### src/design/srfp_pkg.sv
package srfp_pkg;

    // history is stored as byte pairs, one pair per cell
    localparam int HIST_DEPTH = 56;
    localparam int CELL_COUNT = HIST_DEPTH / 2;

    localparam int DEF_SAMPLE_COUNT = 25;
    localparam int DEF_MIN_PREFIX   = 57;

    // count of bytes seen before the last tag byte
    localparam int CNT_W   = 6;
    localparam logic [CNT_W-1:0] CNT_MAX = '1;

    // wait after a tag: the running max is handed through every cell, then latched
    localparam int WAIT_LEN = CELL_COUNT + 1;
    localparam int WAIT_W   = $clog2(WAIT_LEN + 1);

    localparam int MAG_W = 15;

    // tag "Bdata"
    localparam logic [7:0] TAG_B = 8'h42;
    localparam logic [7:0] TAG_D = 8'h64;
    localparam logic [7:0] TAG_A = 8'h61;
    localparam logic [7:0] TAG_T = 8'h74;

    localparam logic [7:0] STATUS_OFF_BED = 8'd1;

    // link between neighboring cells
    typedef struct packed {
        logic [7:0]       data;
        logic [MAG_W-1:0] peak;
    } t_link;

    // magnitude of a signed word; the most negative value counts as zero
    function automatic logic [MAG_W-1:0] word_mag(input logic [15:0] w);
        logic [15:0] neg;
        neg = 16'(~w + 16'd1);
        if (w == 16'h8000) begin
            word_mag = '0;
        end else if (w[15]) begin
            word_mag = neg[MAG_W-1:0];
        end else begin
            word_mag = w[MAG_W-1:0];
        end
    endfunction

endpackage

### src/design/srfp_rx_if.sv
interface srfp_rx_if;
    logic       valid;
    logic       ready;
    logic [7:0] rx_byte;

    modport source (output valid, output rx_byte, input ready);
    modport sink   (input valid, input rx_byte, output ready);
endinterface

### src/design/srfp_res_if.sv
interface srfp_res_if;
    logic        valid;
    logic        ready;
    logic [7:0]  seq_byte;
    logic [7:0]  bed_status;
    logic [7:0]  pulse_bpm;
    logic [7:0]  breathing_tenths;
    logic signed [15:0] pressure;
    logic [14:0] piezo_peak;
    logic        full_frame;

    modport source (output valid, output seq_byte, output bed_status,
                    output pulse_bpm, output breathing_tenths, output pressure,
                    output piezo_peak, output full_frame, input ready);
    modport sink   (input valid, input seq_byte, input bed_status,
                    input pulse_bpm, input breathing_tenths, input pressure,
                    input piezo_peak, input full_frame, output ready);
endinterface

### src/design/srfp_cell.sv
// Two history bytes plus one stage of the running peak.
module srfp_cell (
    input  logic                       i_clk,
    input  logic                       i_shift,
    input  logic                       i_use,
    input  srfp_pkg::t_link            i_link,
    output srfp_pkg::t_link            o_link,
    output logic [15:0]                o_word
);
    logic [7:0]                  r_newer;
    logic [7:0]                  r_older;
    logic [srfp_pkg::MAG_W-1:0]  r_peak;
    logic [srfp_pkg::MAG_W-1:0]  n_peak;
    logic [srfp_pkg::MAG_W-1:0]  w_mag;

    // older byte is the low half of the sample
    assign o_word = {r_newer, r_older};
    assign w_mag  = srfp_pkg::word_mag(o_word);

    always_comb begin
        n_peak = i_link.peak;
        if (i_use && (w_mag > i_link.peak)) begin
            n_peak = w_mag;
        end
    end

    always_ff @(posedge i_clk) begin
        if (i_shift) begin
            r_newer <= i_link.data;
            r_older <= r_newer;
        end
        r_peak <= n_peak;
    end

    assign o_link.data = r_older;
    assign o_link.peak = r_peak;
endmodule

### src/design/sensor_result_frame_parser_top.sv
// channel | dir | payload                                   | accepted when
// i_rx    | in  | rx_byte[7:0]                              | valid && ready
// o_res   | out | serial, status, rates, pressure, peak, full | valid && ready
//
// A byte that is not a tag's last byte starts no peak wait.
// After the last byte of a tag, input waits while the peak, a running max, is
// handed down the row of 28 cells, one cell per cycle, with the history frozen.
// Reset (i_rst_n low, synchronous) clears phase, count, wait and output valid;
// history and latched values need none, they are written before use.
// A result waits in the output register; apart from the peak wait, input stalls
// only when a fourth data byte arrives while that register is still full.
module sensor_result_frame_parser_top #(
    parameter int SAMPLE_COUNT = srfp_pkg::DEF_SAMPLE_COUNT,
    parameter int MIN_PREFIX   = srfp_pkg::DEF_MIN_PREFIX
) (
    input  logic        i_clk,
    input  logic        i_rst_n,
    srfp_rx_if.sink     i_rx,
    srfp_res_if.source  o_res
);
    localparam int CC = srfp_pkg::CELL_COUNT;

    // data phase codes
    localparam logic [2:0] PH_SEARCH = 3'd0;
    localparam logic [2:0] PH_D1     = 3'd1;
    localparam logic [2:0] PH_D2     = 3'd2;
    localparam logic [2:0] PH_D3     = 3'd3;
    localparam logic [2:0] PH_D4     = 3'd4;

    // ---------------------------------------------------------------
    // Control state
    // ---------------------------------------------------------------
    logic [2:0]                  r_phase, n_phase;
    logic [srfp_pkg::CNT_W-1:0]  r_cnt,   n_cnt;
    logic [srfp_pkg::WAIT_W-1:0] r_wait,  n_wait;
    logic                        r_ov,    n_ov;

    // payload registers
    logic [7:0]  r_hist0;          // newest history byte
    logic [7:0]  r_data [3];       // first three data bytes
    logic        r_full;
    logic [15:0] r_pres;
    logic [srfp_pkg::MAG_W-1:0] r_peak;

    logic [7:0]  r_o_serial, r_o_status, r_o_hr, r_o_br;
    logic [15:0] r_o_pres;
    logic [srfp_pkg::MAG_W-1:0] r_o_peak;
    logic        r_o_full;

    // ---------------------------------------------------------------
    // Row of cells: cell c holds history bytes 2c+1 and 2c+2
    // ---------------------------------------------------------------
    srfp_pkg::t_link w_link [CC+1];
    logic [15:0]     w_word [CC];
    logic            w_accept;

    assign w_link[0].data = r_hist0;
    assign w_link[0].peak = '0;

    for (genvar c = 0; c < CC; c++) begin : g_cell
        srfp_cell u_cell (
            .i_clk  (i_clk),
            .i_shift(w_accept),
            .i_use  (c >= CC - SAMPLE_COUNT),
            .i_link (w_link[c]),
            .o_link (w_link[c+1]),
            .o_word (w_word[c])
        );
    end

    // ---------------------------------------------------------------
    // Handshake
    // ---------------------------------------------------------------
    logic       w_searching;
    logic       w_tag;
    logic       w_full_now;
    logic       w_emit;
    logic       w_off_bed;
    logic [7:0] b;

    assign b           = i_rx.rx_byte;
    assign w_searching = (r_phase != PH_D1) && (r_phase != PH_D2) &&
                         (r_phase != PH_D3) && (r_phase != PH_D4);

    assign i_rx.ready = (r_wait == '0) &&
                        ((r_phase != PH_D4) || !r_ov || o_res.ready);
    assign w_accept   = i_rx.valid && i_rx.ready;

    // tag bytes: history 3..0 = B d a t, incoming = a (word high byte = newer)
    assign w_tag = (b == srfp_pkg::TAG_A) &&
                   (r_hist0 == srfp_pkg::TAG_T) &&
                   (w_word[0][15:8] == srfp_pkg::TAG_A) &&
                   (w_word[0][7:0]  == srfp_pkg::TAG_D) &&
                   (w_word[1][15:8] == srfp_pkg::TAG_B) &&
                   (r_cnt >= srfp_pkg::CNT_W'(4));

    // prefix = count - 4 >= MIN_PREFIX
    assign w_full_now = ({1'b0, r_cnt} >= (srfp_pkg::CNT_W+1)'(MIN_PREFIX + 4));

    assign w_emit    = w_accept && (r_phase == PH_D4);
    assign w_off_bed = (r_data[1] == srfp_pkg::STATUS_OFF_BED);

    always_comb begin
        n_phase = r_phase;
        n_cnt   = r_cnt;
        n_wait  = r_wait;
        n_ov    = r_ov;
        if (r_wait != '0) begin
            n_wait = r_wait - 1'b1;
        end
        if (o_res.ready) begin
            n_ov = 1'b0;
        end
        if (w_accept) begin
            unique case (r_phase)
                PH_D1:   n_phase = PH_D2;
                PH_D2:   n_phase = PH_D3;
                PH_D3:   n_phase = PH_D4;
                PH_D4: begin
                    n_phase = PH_SEARCH;
                    n_cnt   = '0;
                    n_ov    = 1'b1;
                end
                default: begin
                    if (w_tag) begin
                        n_phase = PH_D1;
                        n_wait  = srfp_pkg::WAIT_W'(srfp_pkg::WAIT_LEN);
                    end else begin
                        n_phase = PH_SEARCH;
                        if (r_cnt != srfp_pkg::CNT_MAX) begin
                            n_cnt = r_cnt + 1'b1;
                        end
                    end
                end
            endcase
        end
    end

    always_ff @(posedge i_clk) begin
        if (!i_rst_n) begin
            r_phase <= PH_SEARCH;
            r_cnt   <= '0;
            r_wait  <= '0;
            r_ov    <= 1'b0;
        end else begin
            r_phase <= n_phase;
            r_cnt   <= n_cnt;
            r_wait  <= n_wait;
            r_ov    <= n_ov;
        end
    end

    // ---------------------------------------------------------------
    // Payload
    // ---------------------------------------------------------------
    always_ff @(posedge i_clk) begin
        if (w_accept) begin
            r_hist0 <= b;
            case (r_phase)
                PH_D1:   r_data[0] <= b;
                PH_D2:   r_data[1] <= b;
                PH_D3:   r_data[2] <= b;
                default: ;
            endcase
            if (w_searching && w_tag) begin
                r_full <= w_full_now;
            end
        end
        // end of wait: history shifted once past the tag, so the pressure
        // pair sits in cell 2 and the peak has reached the last cell
        if (r_wait == srfp_pkg::WAIT_W'(1)) begin
            r_pres <= r_full ? w_word[2] : 16'd0;
            r_peak <= r_full ? w_link[CC].peak : '0;
        end
        if (w_emit) begin
            r_o_serial <= r_data[0];
            r_o_status <= r_data[1];
            r_o_hr     <= w_off_bed ? 8'd0 : r_data[2];
            r_o_br     <= w_off_bed ? 8'd0 : b;
            r_o_pres   <= r_pres;
            r_o_peak   <= r_peak;
            r_o_full   <= r_full;
        end
    end

    assign o_res.valid            = r_ov;
    assign o_res.seq_byte         = r_o_serial;
    assign o_res.bed_status       = r_o_status;
    assign o_res.pulse_bpm        = r_o_hr;
    assign o_res.breathing_tenths = r_o_br;
    assign o_res.pressure         = r_o_pres;
    assign o_res.piezo_peak       = r_o_peak;
    assign o_res.full_frame       = r_o_full;

    // ---------------------------------------------------------------
    // Assertions
    // ---------------------------------------------------------------
    a_tag_starts_wait: assert property (@(posedge i_clk) disable iff (!i_rst_n)
        (w_accept && w_searching && w_tag)
        |=> (r_wait == srfp_pkg::WAIT_W'(srfp_pkg::WAIT_LEN)))
        else $error("tag did not start the peak wait");

    a_history_frozen: assert property (@(posedge i_clk) disable iff (!i_rst_n)
        (r_wait != '0) |=> $stable(r_hist0))
        else $error("history moved during peak wait");

    a_emit_sets_valid: assert property (@(posedge i_clk) disable iff (!i_rst_n)
        w_emit |=> (r_ov && (r_phase == PH_SEARCH) && (r_cnt == '0)))
        else $error("result not presented after fourth data byte");

    a_wait_only_in_d1: assert property (@(posedge i_clk) disable iff (!i_rst_n)
        (r_wait != '0) |-> (r_phase == PH_D1))
        else $error("peak wait outside first data phase");
endmodule
### src/flat_wrapper.sv
// flat-port wrapper written by rule: the top's interface ports become plain ports
module sensor_result_frame_parser_top_flat 
#(
    parameter int SAMPLE_COUNT = srfp_pkg::DEF_SAMPLE_COUNT,
    parameter int MIN_PREFIX   = srfp_pkg::DEF_MIN_PREFIX
)
  (i_clk, i_rst_n, i_rx_valid, i_rx_rx_byte, i_rx_ready, o_res_valid, o_res_seq_byte, o_res_bed_status, o_res_pulse_bpm, o_res_breathing_tenths, o_res_pressure, o_res_piezo_peak, o_res_full_frame, o_res_ready);
  srfp_rx_if i_rx_i ();
  srfp_res_if o_res_i ();
  input  logic i_clk;
  input  logic i_rst_n;
  input wire logic [$bits(i_rx_i.valid)-1:0] i_rx_valid;
  input wire logic [$bits(i_rx_i.rx_byte)-1:0] i_rx_rx_byte;
  output wire logic [$bits(i_rx_i.ready)-1:0] i_rx_ready;
  output wire logic [$bits(o_res_i.valid)-1:0] o_res_valid;
  output wire logic [$bits(o_res_i.seq_byte)-1:0] o_res_seq_byte;
  output wire logic [$bits(o_res_i.bed_status)-1:0] o_res_bed_status;
  output wire logic [$bits(o_res_i.pulse_bpm)-1:0] o_res_pulse_bpm;
  output wire logic [$bits(o_res_i.breathing_tenths)-1:0] o_res_breathing_tenths;
  output wire logic [$bits(o_res_i.pressure)-1:0] o_res_pressure;
  output wire logic [$bits(o_res_i.piezo_peak)-1:0] o_res_piezo_peak;
  output wire logic [$bits(o_res_i.full_frame)-1:0] o_res_full_frame;
  input wire logic [$bits(o_res_i.ready)-1:0] o_res_ready;
  assign i_rx_i.valid = i_rx_valid;
  assign i_rx_i.rx_byte = i_rx_rx_byte;
  assign i_rx_ready = i_rx_i.ready;
  assign o_res_valid = o_res_i.valid;
  assign o_res_seq_byte = o_res_i.seq_byte;
  assign o_res_bed_status = o_res_i.bed_status;
  assign o_res_pulse_bpm = o_res_i.pulse_bpm;
  assign o_res_breathing_tenths = o_res_i.breathing_tenths;
  assign o_res_pressure = o_res_i.pressure;
  assign o_res_piezo_peak = o_res_i.piezo_peak;
  assign o_res_full_frame = o_res_i.full_frame;
  assign o_res_i.ready = o_res_ready;
  sensor_result_frame_parser_top #(.SAMPLE_COUNT(SAMPLE_COUNT), .MIN_PREFIX(MIN_PREFIX)) u_core (.i_clk(i_clk), .i_rst_n(i_rst_n), .i_rx(i_rx_i), .o_res(o_res_i));
endmodule
### config.mk
export PLATFORM = sky130hd
export DESIGN_NAME = sensor_result_frame_parser_top_flat
export DESIGN_NICKNAME = d
export VERILOG_FILES = /design/src/design/srfp_pkg.sv /design/src/design/srfp_rx_if.sv /design/src/design/srfp_res_if.sv /design/src/design/srfp_cell.sv /design/src/design/sensor_result_frame_parser_top.sv /design/src/flat_wrapper.sv
export SDC_FILE = /design/constraint.sdc
export NUM_CORES = 2
export LEC_CHECK = 0
export BUFFER_PORTS_ARGS = -buffer_cell sky130_fd_sc_hd__clkbuf_2
export CORE_MARGIN = 2
export CORE_UTILIZATION = 35
export DETAILED_ROUTE_END_ITERATION = 8
export GPL_TIMING_DRIVEN = 0
export PLACE_DENSITY_LB_ADDON = 0.12
export SYNTH_ARGS = -nofsm -noshare
export SYNTH_HDL_FRONTEND = slang
export SYNTH_SLANG_ARGS = --single-unit
### constraint.sdc
create_clock -name i_clk -period 17.6 [get_ports i_clk]
set_clock_uncertainty 0.1 [all_clocks]
set_input_delay 3.52 -clock i_clk [delete_from_list [all_inputs] [get_ports i_clk]]
set_output_delay 3.52 -clock i_clk [all_outputs]
set_load 0.05 [all_outputs]
Word-level counts from Yosys, hierarchy flattened
Memory sizes are Yosys's and may differ from the RTL's. A register that Yosys moved wholly into a read port is not among the register bits. Index checks and enable logic that the tools add are counted. Widths: inputs -> output; s select.

Memories: 1. RAM bits: 24. Register bits after elaboration: 926. Output and inout bits: 66. Word-level logic and storage cells: 342.

Memory list: u_core.r_data (depth 3, bits a word 8, rd ports 3, clocked after memory_dff 2, write ports 1, RTL line sensor_result_frame_parser_top.sv:40) `logic [7:0] r_data [3];`.

Reduce and logical (&&, ||, !) cells: 24. Eq/ne operators: 42. Mux-type cells: 101. Bitwise operators: 26. $lt $le $gt $ge: 27. $add $sub $neg: 27.

Operator list (number): $mux 15 (74); $eq 16x16->1 const B (25); $add 15x1->15 const B (25); $not 15->15 (25); $gt 15x15->1 (24); $eq 8x7->1 const B (5); $mux 5 (4); $mux 8 (2); $reduce_or 8->1 (2); $gt 15x1->1 const B (1); $mux 1 (15); $logic_and 1x1->1 (12); $mux 6 (2); $pmux 3 s4 (1); $pmux 6 s2 (1); $eq 8x1->1 const B (1); $add 6x1->6 const B (1); $eq 3x2->1 const B (2); $ge 6x3->1 const B (1); $ge 6x6->1 const B (1); $ne 3x2->1 const B (2); $ne 6x6->1 const B (1); $eq 5x1->1 const B (1); $logic_not 5->1 (1); 16 further kinds (18).

Depth between registers and ports, before layout
Depth in word-level cells: 10. Mapped depth: 15.

Hierarchy
From an unflattened synthesis, not the netlist that was laid out.

Cell total of the unflattened synthesis: 4788. Area, all modules: 55020.3 sq um.

By module, submodules not included: srfp_cell (u_core.g_cell[15].u_cell ...) (cells each 160, area each 1769.2 sq um, instances 16); srfp_cell (u_core.g_cell[0].u_cell ...) (cells each 160, area each 1798.0 sq um, instances 9); sensor_result_frame_parser_top (cells each 310, area each 5270.1 sq um, instances 1); srfp_cell (u_core.g_cell[14].u_cell ...) (cells each 159, area each 1749.2 sq um, instances 2); srfp_cell (u_core.g_cell[6].u_cell) (cells each 160, area each 1762.9 sq um, instances 1).

Worst setup path before layout
Ideal clock, no wire load.

Path type: input to register. Start: input port o_res_ready. End: register u_core.r_cnt[4] (netlist bit). Setup slack: 2.997 ns. Path buffers: 1. Stages on the path: 8. Data required time: 17.424 ns. Data arrival time: 14.428 ns. Library setup time: 0.076 ns. Cell sequence: nand2b_1 > nor2_1 > or2_1 > inv_1 > o211ai_1 > clkbuf_1 > or4_1 > a21boi_0.

Word-level cells in the longest chain between the ends: 4.

RTL lines: from (decl) (RTL line flat_wrapper.sv:23) `input wire logic [$bits(o_res_i.ready)-1:0] o_res_ready;`; $logic_or 1x1->1 (RTL line sensor_result_frame_parser_top.sv:86) `((r_phase != PH_D4) || !r_ov || o_res.ready);`; $logic_and 1x1->1 (RTL line sensor_result_frame_parser_top.sv:85) `assign i_rx.ready = (r_wait == '0) &&`; $logic_and 1x1->1 (RTL line sensor_result_frame_parser_top.sv:87) `assign w_accept = i_rx.valid && i_rx.ready;`; named net u_core.g_cell[0].u_cell.i_shift (RTL line srfp_cell.sv:4) `input logic i_shift,`; $reduce_and 4->1 (no source line); to (signal assigned) (RTL line sensor_result_frame_parser_top.sv:147) `r_cnt <= n_cnt;`; to (decl) (RTL line sensor_result_frame_parser_top.sv:34) `logic [srfp_pkg::CNT_W-1:0] r_cnt, n_cnt;`.

The timed path passes the listed nets, and every way through them passes these cells. A chain may end at the register's enable or synchronous reset.

Worst setup path in the final report
Start: input port o_res_ready. End: output port i_rx_ready.

Word-level cells in the longest chain between the ends: 2.

RTL lines: $logic_or 1x1->1 (RTL line sensor_result_frame_parser_top.sv:86); $logic_and 1x1->1 (RTL line sensor_result_frame_parser_top.sv:85); to (decl) (RTL line flat_wrapper.sv:14) `output wire logic [$bits(i_rx_i.ready)-1:0] i_rx_ready;`.

Every way passes these cells.

==> impl_metrics.json <==
{
  "outcome": "completed",
  "fin_crit_sh": 0.442,
  "gp_congestion": 0.823,
  "grtUsageMet2": 0.260,
  "yosysSeqAreaShare": 0.528,
  "end_kind": "output port",
  "crit_end": "i_rx_ready",
  "yosys.area.top_type_share": 0.364,
  "ff2ff_setup_slack_ns": 12.59,
  "p_total_mw": 7.85,
  "cp_max_fo": 2,
  "place_inst": 5997,
  "clk_latency_ns": 0.70,
  "hp-class": "reg -> reg",
  "fin_crit_ns": 7.78,
  "r2r_end": "u_core.g_cell[19].u_cell.r_peak[13]",
  "maxCapViolCount": 0,
  "clk_pin_slew_worst_paths_ns": 0.06,
  "grt_pass1_wl_mm": 170,
  "critPathArrivalTime_ns": 4.16,
  "cts_root_buffer": "clkbuf_16",
  "grt_use_met3": 0.0229,
  "whs_ns": 0.312,
  "rr_worst_depth": 13,
  "postCtsHoldBufs": 0,
  "synth_fp_nets": 4532,
  "max-vdd-ir-drop_mv": 0.0759,
  "syn_avg_cell_area_um2": 11.5,
  "globalRouteTotalUtil": 0.156,
  "fp.dieH_um": 372,
  "area_growth_pct": 13.9,
  "synth_ff_type": "edfxtp_1",
  "drt_iter0_markers": 1633,
  "syn_area_um2": 47500,
  "crit_type": "in -> out",
  "register_area_um2": 25100,
  "max_freq_mhz": 129,
  "start_kind": "input pin",
  "syn_inst": 4129,
  "core_um2": 135000,
  "final_common_cell": "edfxtp_1",
  "grt-busiest-layer": "met2",
  "layout_common_cells": "edfxtp_1, inv_1, ha_1",
  "ys_warn_count": 0,
  "timing.rr.start": "u_core.g_cell[19].u_cell.r_older[3]",
  "grt_max_degree": 125,
  "ys_types": 61,
  "drt.antenna.violating_nets": 0,
  "synth_edf_count": 576,
  "htree_levels": 3,
  "dieWidth_um": 372,
  "num_rows": 135,
  "drive_gt1_frac": 0.136,
  "cts_setup_buffers": 0,
  "setup_violations": 0,
  "synth-seq-cells": 966,
  "cts_sinks": 966,
  "layout.nets": 4731,
  "postCtsResizedCells": 0,
  "synth_area_leaders": "edfxtp_1, dfxtp_1, ha_1",
  "port_buffers": 77,
  "startpoint": "o_res_ready",
  "initial_core_util": 0.352,
  "powerDensity_nw_per_um2": 145,
  "hpwlAfterDp_mm": 80.0,
  "worstHoldStart": "u_core.g_cell[1].u_cell.r_older[4]",
  "routed_wl_mm": 108,
  "max-slew-margin-rel": 0.347,
  "antenna_cells": 0,
  "drt_pre_antenna_iters": 6,
  "vias": 29800,
  "post-route-util": 0.401,
  "top_level_ports": 78,
  "p_leak_nw": 21.6,
  "use_met1": 0.210,
  "final_hold_viol_count": 0,
  "rsz0062_at_grt": "false",
  "grt_pass1_vias": 29900,
  "avgRoutedWirePerCell_um": 17.4,
  "multiInputGateArea_um2": 20600,
  "grt_overflow_total": 0,
  "antenna_found_initial": 0,
  "critPathRequiredTime_ns": 13.98,
  "fin_setup_tns_ns": 0,
  "worst_pin_slew_ns": 0.977,
  "synthArstFlopShare": 0,
  "synth_top_area_cell": "edfxtp_1",
  "tritoncts": "done",
  "maxSlewViolCount": 0,
  "final_cells": 6205,
  "die_area_um2": 139000,
  "via_per_inst": 4.80,
  "drc": 0,
  "cts_buffers": 110,
  "cts_buffer_depth": 3,
  "num-fill-cells": 13000
}
[registers in the layout, summed over array words and instances, names as in the netlist]
| name | flops |
|---|---|
| u_core.g_cell.u_cell.r_newer | 224 |
| u_core.o_res.full_frame | 1 |
| u_core.r_cnt | 6 |
| u_core.r_peak | 15 |
| u_core.r_pres | 16 |
| u_core.o_res.breathing_tenths | 8 |
| u_core.r_phase | 3 |
| u_core.r_hist0 | 8 |
| u_core.o_res.bed_status | 8 |
| u_core.o_res.pressure | 16 |
| u_core.r_wait | 5 |
| u_core.r_data | 24 |
| u_core.o_res.piezo_peak | 15 |
| u_core.o_res.pulse_bpm | 8 |
| u_core.g_cell.u_cell.r_older | 224 |
| u_core.g_cell.u_cell.r_peak | 375 |
| u_core.o_res.seq_byte | 8 |
| u_core.r_full | 1 |
| u_core.o_res.valid | 1 |
[Yosys cell counts (20+ instances only)]
master    instances
a21oi_1         132
o41ai_1          28
nor3_1           48
mux2_2          298
xnor2_1         193
nor4_1           25
or4_1            23
nand2b_1         61
nand3_1          49
dfxtp_1         390
nand4_1          75
or3_1            37
edfxtp_1        576
mux2i_1          58
nand2_1         295
nand3b_1         35
o21ai_0         167
xor2_1          133
ha_1            391
a211oi_1         20
o31ai_1          89
inv_1           424
and2_1           53
clkbuf_1         62
nor2_1          281
[worst min path at each step]
| stage | end | slack [ns] | depth (start not counted) |
|---|---|---|---|
| 2_1_floorplan | u_core.g_cell[2].u_cell.r_newer[0] | 0.30 | 0 |
| 3_3_place_gp | u_core.g_cell[2].u_cell.r_newer[3] | 0.30 | 0 |
| 3_5_place_dp | u_core.g_cell[2].u_cell.r_newer[4] | 0.30 | 0 |
| 4_1_cts | u_core.o_res.pressure[9] | 0.31 | 0 |
| 5_1_grt | u_core.o_res.seq_byte[2] | 0.33 | 0 |
| 6_report | u_core.g_cell[2].u_cell.r_newer[4] | 0.31 | 0 |
[metrics by stage]
step | instance area [um^2] | setup WS, ns
3_5_place_dp | 50300 | 9.82
3_3_place_gp | 50100 | -1.76
4_1_cts | 54100 | 9.81
2_1_floorplan | 47500 | 3.00
5_1_grt | 54100 | 9.75
6_report | 54100 | 9.82
[logic make-up after synthesis]
family	count (synthesis)	share of synthesized area
muxes	358	0.0835
DFF	966	0.528
buffers and inverters	491	0.0388
and+or+nand+nor	1055	0.115
adders and majority gates	393	0.103
xor gates and xnor gates	326	0.0601
AOI/OAI and AO/OA	540	0.0714
[power breakdown]
part	switching [mW]	internal, mW
clock network	0.953	1.44
registers	0.319	2.91
logic	1.15	1.08
[metal layers]
layer	vias to the layer above	share of wire	routed length [um]
li1	15100	-	-
met4	0	0.026	2860
met2	329	0.47	51200
met3	174	0.026	2790
met1	14100	0.47	51300
met5	-	0	0
[critical path: stages]
cell,delay [ns]
clkbuf_2,0.08
nand2b_1,0.14
nor2_1,0.13
nor2_1,0.06
clkbuf_2,0.23
[area by class of cell]
| type | count | share of cell area |
|---|---|---|
| sequential | 966 | 0.464 |
| inverter | 424 | 0.0295 |
| buffer | 67 | 0.00465 |
| timing repair buffer | 87 | 0.0102 |
| multi-input combinational | 2672 | 0.380 |
| clock buffer | 148 | 0.0579 |
| tap | 1781 | 0.0412 |
| clock inverter | 60 | 0.0125 |
Power figures use the tool's default switching activity.
